===== src/rtl/sfcd_pkg.sv =====
// Shared constants and the CRC-16 byte update for the sensor frame decoder.
package sfcd_pkg;

    localparam int unsigned FRAME_BYTES = 8;
    localparam int unsigned IDX_W       = $clog2(FRAME_BYTES);

    localparam logic [15:0] CRC_INIT = 16'hFFFF;
    localparam logic [15:0] CRC_POLY = 16'hA001;
    localparam logic [15:0] SIGN_BIT = 16'h8000;
    localparam logic [15:0] MAG_MASK = 16'h7FFF;

    // Byte positions inside the frame
    localparam logic [IDX_W-1:0] IDX_FIRST  = IDX_W'(0);
    localparam logic [IDX_W-1:0] IDX_HUM_HI = IDX_W'(2);
    localparam logic [IDX_W-1:0] IDX_HUM_LO = IDX_W'(3);
    localparam logic [IDX_W-1:0] IDX_TMP_HI = IDX_W'(4);
    localparam logic [IDX_W-1:0] IDX_TMP_LO = IDX_W'(5);
    localparam logic [IDX_W-1:0] IDX_CRC_LO = IDX_W'(FRAME_BYTES - 2);
    localparam logic [IDX_W-1:0] IDX_CRC_HI = IDX_W'(FRAME_BYTES - 1);

    // Reflected CRC-16 update over one byte, LSB first
    function automatic logic [15:0] crc_add_byte(input logic [15:0] crc_in,
                                                 input logic [7:0]  data);
        logic [15:0] crc;
        crc = crc_in ^ {8'h00, data};
        for (int k = 0; k < 8; k++)
        begin
            if (crc[0])
                crc = (crc >> 1) ^ CRC_POLY;
            else
                crc = crc >> 1;
        end
        return crc;
    endfunction

endpackage


===== src/rtl/sensor_frame_crc_decoder.sv =====
// Top level: byte-wise frame checker and decoder for a humidity/temperature sensor.
//
// Usage
//   Input channel (in_valid/in_ready) carries one frame byte per transfer in
//   rx_byte; frame_start marks byte 0 and resynchronises the frame at any point,
//   dropping a partial frame without a result. Without a start mark the byte
//   position simply advances and wraps after byte 7.
//   Output channel (out_valid/out_ready) carries one result per frame, built on
//   byte 7: humidity_raw (bytes 2,3), temperature (sign-magnitude bytes 4,5
//   turned into two's complement) and crc_ok (CRC-16 over bytes 0..5 against
//   the little-endian word in bytes 6,7).
//   Timing: a byte goes into the input register at its transfer and is folded
//   into the frame state from there; on byte 7 the result register and out_valid
//   are loaded at the same edge as the frame state.
//   Throughput: one byte per cycle while no byte 7 waits on a full result register;
//   the unrolled CRC byte update is combinational between input and state registers.
//   Stall: while a result waits in the output register, bytes 0..6 of the
//   next frame keep flowing; only a byte 7 holds in the input register until
//   the result is taken, and in_ready drops only when that held byte is stuck.
//   Reset: asynchronous, active low; clears both valid flags and the hold registers,
//   returns the byte position to 0 and the CRC to 0xFFFF; byte and result data are not reset.
module sensor_frame_crc_decoder
(
    input  logic               clk,
    input  logic               rst_n,
    input  logic               in_valid,
    output logic               in_ready,
    input  logic [7:0]         rx_byte,
    input  logic               frame_start,
    output logic               out_valid,
    input  logic               out_ready,
    output logic [15:0]        humidity_raw,
    output logic signed [15:0] temperature,
    output logic               crc_ok
);

    // Input register
    logic       s1_valid_reg;
    logic [7:0] s1_byte_reg;
    logic       s1_start_reg;

    // Frame state
    logic [sfcd_pkg::IDX_W-1:0] byte_index_reg, byte_index_next;
    logic [15:0]                crc_reg, crc_next;
    logic [15:0]                humidity_hold_reg, humidity_hold_next;
    logic [15:0]                temperature_hold_reg, temperature_hold_next;
    logic [7:0]                 crc_low_hold_reg, crc_low_hold_next;

    // Result register
    logic               out_valid_reg;
    logic [15:0]        humidity_raw_reg;
    logic signed [15:0] temperature_reg;
    logic               crc_ok_reg;

    // Stage 1 decode
    logic [sfcd_pkg::IDX_W-1:0] idx;
    logic [15:0]                crc_base;
    logic                       s1_last;
    logic                       s1_go;
    logic [15:0]                temp_mag;
    logic signed [15:0]         temp_conv;
    logic [15:0]                crc_received;

    // A start mark forces byte 0 and a fresh CRC
    assign idx      = s1_start_reg ? sfcd_pkg::IDX_FIRST : byte_index_reg;
    assign crc_base = s1_start_reg ? sfcd_pkg::CRC_INIT  : crc_reg;
    assign s1_last  = (idx == sfcd_pkg::IDX_CRC_HI);

    // Only the closing byte needs room in the result register
    assign s1_go    = s1_valid_reg && (!s1_last || !out_valid_reg || out_ready);
    assign in_ready = !s1_valid_reg || s1_go;

    // Sign-magnitude to two's complement; negative zero folds to zero
    assign temp_mag     = temperature_hold_reg & sfcd_pkg::MAG_MASK;
    assign temp_conv    = ((temperature_hold_reg & sfcd_pkg::SIGN_BIT) != 16'h0000)
                          ? $signed(16'(16'h0000 - temp_mag)) : $signed(temp_mag);
    assign crc_received = {s1_byte_reg, crc_low_hold_reg};

    always_comb
    begin
        byte_index_next       = byte_index_reg;
        crc_next              = crc_reg;
        humidity_hold_next    = humidity_hold_reg;
        temperature_hold_next = temperature_hold_reg;
        crc_low_hold_next     = crc_low_hold_reg;
        if (s1_go)
        begin
            // CRC covers every byte ahead of the received CRC
            if (idx < sfcd_pkg::IDX_CRC_LO)
                crc_next = sfcd_pkg::crc_add_byte(crc_base, s1_byte_reg);
            else
                crc_next = crc_base;

            unique case (idx)
                sfcd_pkg::IDX_HUM_HI: humidity_hold_next    = {s1_byte_reg, humidity_hold_reg[7:0]};
                sfcd_pkg::IDX_HUM_LO: humidity_hold_next    = {humidity_hold_reg[15:8], s1_byte_reg};
                sfcd_pkg::IDX_TMP_HI: temperature_hold_next = {s1_byte_reg, temperature_hold_reg[7:0]};
                sfcd_pkg::IDX_TMP_LO: temperature_hold_next = {temperature_hold_reg[15:8], s1_byte_reg};
                sfcd_pkg::IDX_CRC_LO: crc_low_hold_next     = s1_byte_reg;
                default:              ;
            endcase

            if (s1_last)
            begin
                // Close the frame and rearm for the next one
                byte_index_next = sfcd_pkg::IDX_FIRST;
                crc_next        = sfcd_pkg::CRC_INIT;
            end
            else
            begin
                byte_index_next = idx + 1'b1;
            end
        end
    end

    // Input register: load on transfer, drop once consumed
    always_ff @(posedge clk or negedge rst_n)
    begin
        if (!rst_n)
        begin
            s1_valid_reg <= 1'b0;
        end
        else if (in_valid && in_ready)
        begin
            s1_valid_reg <= 1'b1;
        end
        else if (s1_go)
        begin
            s1_valid_reg <= 1'b0;
        end
    end

    always_ff @(posedge clk)
    begin
        if (in_valid && in_ready)
        begin
            s1_byte_reg  <= rx_byte;
            s1_start_reg <= frame_start;
        end
    end

    // Frame state
    always_ff @(posedge clk or negedge rst_n)
    begin
        if (!rst_n)
        begin
            byte_index_reg       <= sfcd_pkg::IDX_FIRST;
            crc_reg              <= sfcd_pkg::CRC_INIT;
            humidity_hold_reg    <= 16'h0000;
            temperature_hold_reg <= 16'h0000;
            crc_low_hold_reg     <= 8'h00;
        end
        else
        begin
            byte_index_reg       <= byte_index_next;
            crc_reg              <= crc_next;
            humidity_hold_reg    <= humidity_hold_next;
            temperature_hold_reg <= temperature_hold_next;
            crc_low_hold_reg     <= crc_low_hold_next;
        end
    end

    // Result register: hold until the receiver takes it
    always_ff @(posedge clk or negedge rst_n)
    begin
        if (!rst_n)
        begin
            out_valid_reg <= 1'b0;
        end
        else if (s1_go && s1_last)
        begin
            out_valid_reg <= 1'b1;
        end
        else if (out_ready)
        begin
            out_valid_reg <= 1'b0;
        end
    end

    always_ff @(posedge clk)
    begin
        if (s1_go && s1_last)
        begin
            humidity_raw_reg <= humidity_hold_reg;
            temperature_reg  <= temp_conv;
            crc_ok_reg       <= (crc_reg == crc_received);
        end
    end

    assign out_valid    = out_valid_reg;
    assign humidity_raw = humidity_raw_reg;
    assign temperature  = temperature_reg;
    assign crc_ok       = crc_ok_reg;

    // An empty input register always takes a byte
    a_ready_when_empty: assert property (@(posedge clk) disable iff (!rst_n)
        !s1_valid_reg |-> in_ready)
        else $error("in_ready low with empty input register");

    // Closing a frame rearms position and CRC
    a_frame_rearm: assert property (@(posedge clk) disable iff (!rst_n)
        (s1_go && s1_last) |=>
            (byte_index_reg == sfcd_pkg::IDX_FIRST) && (crc_reg == sfcd_pkg::CRC_INIT))
        else $error("frame state not rearmed after byte 7");

    // A start-marked byte leaves the position at byte 1
    a_start_resync: assert property (@(posedge clk) disable iff (!rst_n)
        (s1_go && s1_start_reg) |=> (byte_index_reg == sfcd_pkg::IDX_W'(1)))
        else $error("start mark did not resynchronise the frame");

    // Negative zero never reaches the output
    a_no_neg_zero: assert property (@(posedge clk) disable iff (!rst_n)
        out_valid_reg |-> (temperature_reg != 16'sh8000))
        else $error("temperature shows negative zero");

    // A waiting result is not overwritten by a new frame
    a_result_kept: assert property (@(posedge clk) disable iff (!rst_n)
        (out_valid_reg && !out_ready) |-> !(s1_go && s1_last))
        else $error("result register overwritten while stalled");

endmodule

===== config.mk =====
export PLATFORM = sky130hd
export DESIGN_NAME = sensor_frame_crc_decoder
export DESIGN_NICKNAME = d
export VERILOG_FILES = /design/src/rtl/sfcd_pkg.sv /design/src/rtl/sensor_frame_crc_decoder.sv
export SDC_FILE = /design/constraint.sdc
export NUM_CORES = 1
export LEC_CHECK = 0
export BUFFER_PORTS_ARGS = -buffer_cell sky130_fd_sc_hd__buf_2
export CAP_MARGIN = 10
export CORE_ASPECT_RATIO = 1.5
export CORE_UTILIZATION = 55
export CTS_CLUSTER_DIAMETER = 120
export DETAILED_ROUTE_END_ITERATION = 6
export PLACE_DENSITY_LB_ADDON = 0.05
export SETUP_SLACK_MARGIN = 0.1
export SLEW_MARGIN = 5
export SYNTH_ARGS = -nofsm -noshare
export SYNTH_HDL_FRONTEND = slang
export SYNTH_SLANG_ARGS = --single-unit

===== constraint.sdc =====
create_clock -name clk -period 3.84 [get_ports clk]
set_input_delay 0.384 -clock clk [delete_from_list [all_inputs] [get_ports clk]]
set_output_delay 0.384 -clock clk [all_outputs]
set_load 0.01 [all_outputs]

==> results.md <==
Status:
- The flow ran to the end, and the final reports show no timing, DRC or antenna violations.

Detailed routing:
- The final route contains 2,696 vias.
- The remaining antenna violation count is 0.
- The detailed-route wire length per cell is 16.5 µm.
- The first-iteration detailed-routing DRC count is 96.
- The first detailed-routing pass ran for 4 iterations.
- For this run, design rule violations remaining after detail routing come to 0.
- Using the TritonRoute via totals, the vias-per-cell ratio works out to 5.33.
- For this block, the routed nets add up to 8350 µm of wire.

Timing:
- The shortest period the worst path allows is 2.66 ns.
- At the pin with the least slew margin, the transition time is 1.09 ns.
- Setup repair after global routing left no endpoint under its margin.
- The maximum clock frequency is 376 MHz.
- Headroom to the max-slew limit came out at 0.271.
- In the final timing run, aggregate negative setup slack is 0 ns.
- The number of failing setup endpoints in the final timing report is 0.
- The max-slew violation total from the final report is 0.
- Clock skew on the completed layout was measured at 0.00891 ns.
- The ratio of final minimum period to clock period is 0.692.
- The total count of hold-check failures in the final report is 0.
- Hold timing on the final database bottoms out at a slack of 0.214 ns.

Clocking:
- The number of buffers inserted by hold repair at cts is 0.
- CTS saw 103 sinks.
- Once the clock tree was built, the setup fixing pass inserted 0 buffers.
- The TritonCTS clock tree is yes.
- Clock tree synthesis selected as its root buffer the cell clkbuf_16.
- The number of buffers inserted during clock tree synthesis is 9.
- The later pin in the worst-skew pair is clocked with a latency of 0.34 ns.
- No sink is reached through more buffers than the 2 on the longest clock path.
- The register clock-pin slew on the reported worst setup and hold paths is 0.07 ns.
- The number of H-tree levels is 3.
- Gates resized during post-CTS repair numbered 0.

Final layout:
- After the last flow step, the layout net total stands at 416.
- In the final layout, the share of cells above drive strength 1 is 0.327.
- Compared with the post-synthesis result, the final layout area differs by 13.5%.
- The total non-filler cell area in the finished layout is 0.00526 mm².
- The utilization of the core after routing is 0.648.
- The repair_antennas step left the layout with diodes totalling 0.

Logic synthesis:
- For this run, asynchronously set or reset flops after synthesis account for 0.592.
- Of the total synthesized cell area, the portion taken by XOR and XNOR cells is 0.117.
- The compound-gate portion of the synthesized area was 0.0484.
- Yosys mapped the design onto 39 distinct sky130hd cell types.
- Sorting the synthesized cells by how often they occur yields xnor2_1, dfrtp_1, edfxtp_1.
- The largest area contributor in the netlist is edfxtp_1.
- The share of synthesized area in the top cell type comes to 0.272.
- Among all flip-flop cells after synthesis, the most frequent one is dfrtp_1.
- After synthesis, the largest family of logic cells by area is XOR/XNOR gates.
- The flip-flop and latch count after synthesis is 103.
- After synthesis, the cell types taking the most area are edfxtp_1, dfrtp_1, xnor2_1.
- The share of the Yosys chip area taken by registers is 0.606.
- The total of warnings raised by yosys is 0.
- A synthesized cell averages 13.2 µm².
- The post-synthesis share of cell area spent on and, or, nand and nor gates is 0.0886.
- Summing every instance area after synthesis gives 0.00463 mm².
- Synthesis produced a netlist with a net count of 372.
- The most used standard cell by instance count after synthesis is xnor2_1.
- The number of flops mapped to enable cells by yosys is 42.
- Measured against the total synthesized area, the mux share comes to 0.0994.
- The adder and majority gate portion of the synthesized area is 0.0189.
- The number of instances in the synthesized netlist is 352.

Power:
- The proportion of total power due to net switching is 0.301.
- The cell leakage power is 2.11 nW.
- Of the total power, the clock network draws 0.240.
- The net switching power is 0.00115 W.
- Of the total power, registers draw 0.490.
- The internal power of the cells totals 0.00266 W.
- The peak supply drop is 0.420 mV.
- The total power divided by cell area is 725 mW/mm².
- The share of total power dissipated in combinational logic is 0.270.

GRT:
- The number of antenna violations at the first check in global routing is 0.
- The largest net degree at the start of global routing is 50.
- The total routing resource utilization after global routing is 0.210.
- The first global-routing pass estimated 13,800 µm of wire.
- The remaining global-route overflow is 0.
- The via count of the first global-routing pass is 2,733.

Floorplan:
- The floorplan step defined a die boundary enclosing 0.00880 mm².
- The width of the die is 76.9 µm.
- In this run the core area contains 40 standard-cell rows.
- The total area inside the core boundary comes to 0.00811 mm².
- 48 I/O pins were placed.
- The die extent in y is 114 µm.
- The initial utilization of the core area, before any placement, comes to 0.571.

Critical path:
- The launching element type of the critical path is a flip-flop.
- At the worst endpoint, the arrival time is 2.91 ns.
- The critical path data required time is 4.09 ns.
- The type of element capturing the critical path is a flip-flop.
- The number of cells on the worst reg-to-reg path is 9.
- The critical path class is reg2reg.
- Along the worst path, the maximum fanout reaches 22.

Job:
- Across the run, the number of max-cap violations was 0.

Hold path:
- The min-delay analysis places its worst path in the category in2reg.
- Counting instances, the worst hold path has a depth of 1.

Place:
- During placement, the flow inserted port buffers numbering 47.
- In this run the cell area measured after placement is 0.00495 mm².
- Detailed placement ended at an HPWL of 5640 µm.
- The global placer's final weighted congestion is 0.810.
area by class of cell:
cell class / count / area (µm²)
fillers: 664 / 2850
flip-flops and latches: 103 / 2810
multi-input cells: 225 / 1730
repair buffers: 51 / 265
clock buffers: 9 / 225
well taps: 105 / 131
clock inverters: 7 / 78.8
inverters: 6 / 22.5
metal layers:
| layer | vias up | GRT usage | share of wire |
|---|---|---|---|
| li1 | 1303 | - | - |
| met1 | 1330 | 0.256 | 0.44 |
| met2 | 51 | 0.367 | 0.52 |
| met3 | 12 | 0.0359 | 0.021 |
| met4 | 0 | 0.0859 | 0.021 |
| met5 | - | 0 | 0 |
layout by cell type, fill, tap and decap left out, types with 3 or more instances in the layout:
master,instances
o21ai_0,12
buf_4,4
xnor2_1,54
nand4_1,4
mux2_2,40
dfstp_2,16
nor2_1,22
a21oi_1,3
ha_1,7
xor2_1,8
buf_2,47
dfrtp_1,45
nand2_1,26
edfxtp_1,42
nor2b_1,4
nand3_1,3
nor3_1,6
clkbuf_16,9
nand2b_1,4
o211ai_1,8
inv_1,6
cells by family after synthesis:
| logic type | Yosys count |
|---|---|
| AOI/OAI and AO/OA | 33 |
| adders and majority gates | 7 |
| buffers and inverters | 24 |
| and+or+nand+nor | 82 |
| DFF | 103 |
| xor gates and xnor gates | 62 |
| muxes | 41 |
metrics by stage:
stage               power [W]  worst slack (ns)  cells
floorplan             0.00269             0.489    352
global placement      0.00287              1.32    490
detailed placement    0.00292              1.22    490
CTS                   0.00385              1.18    506
global route          0.00404             0.920    506
finish                0.00381              1.18    506
worst paths after layout:
| check | startpoint | to | slack (ns) |
|---|---|---|---|
| max in group asynchronous | rst_n | humidity_hold_reg[0]$_DFFE_PN0P_ | 2.81 |
| min | rx_byte[6] | s1_byte_reg[6]$_DFFE_PP_ | 0.21 |
| min reg2reg | humidity_hold_reg[14]$_DFFE_PN0P_ | humidity_raw[14]$_DFFE_PP_ | 0.45 |
| max reg2reg | s1_start_reg$_DFFE_PP_ | crc_reg[3]$_DFFE_PN1P_ | 1.18 |
| min in group asynchronous | rst_n | humidity_hold_reg[10]$_DFFE_PN0P_ | 0.24 |
| max | s1_start_reg$_DFFE_PP_ | crc_reg[3]$_DFFE_PN1P_ | 1.18 |
worst max-delay path, cell delays in order, from the launching register on:
cell and delay [ns]:
edfxtp_1 0.37, buf_4 0.22, nor2b_1 0.32, ha_1 0.25, ha_1 0.24, nand2_1 0.09
and2_1 0.25, nand2_1 0.55, nor3_1 0.08, o21ai_0 0.20
power by group through the flow:
stage	clock network [W]	logic, W	registers [W]
after detailed placement	0	0.00103	0.00189
final	0.000914	0.00103	0.00187
after global placement	0	0.00100	0.00187
after floorplan	0	0.000936	0.00175
after global routing	0.000974	0.00115	0.00191
after CTS	0.000936	0.00104	0.00187
Power figures use the tool's default switching activity.
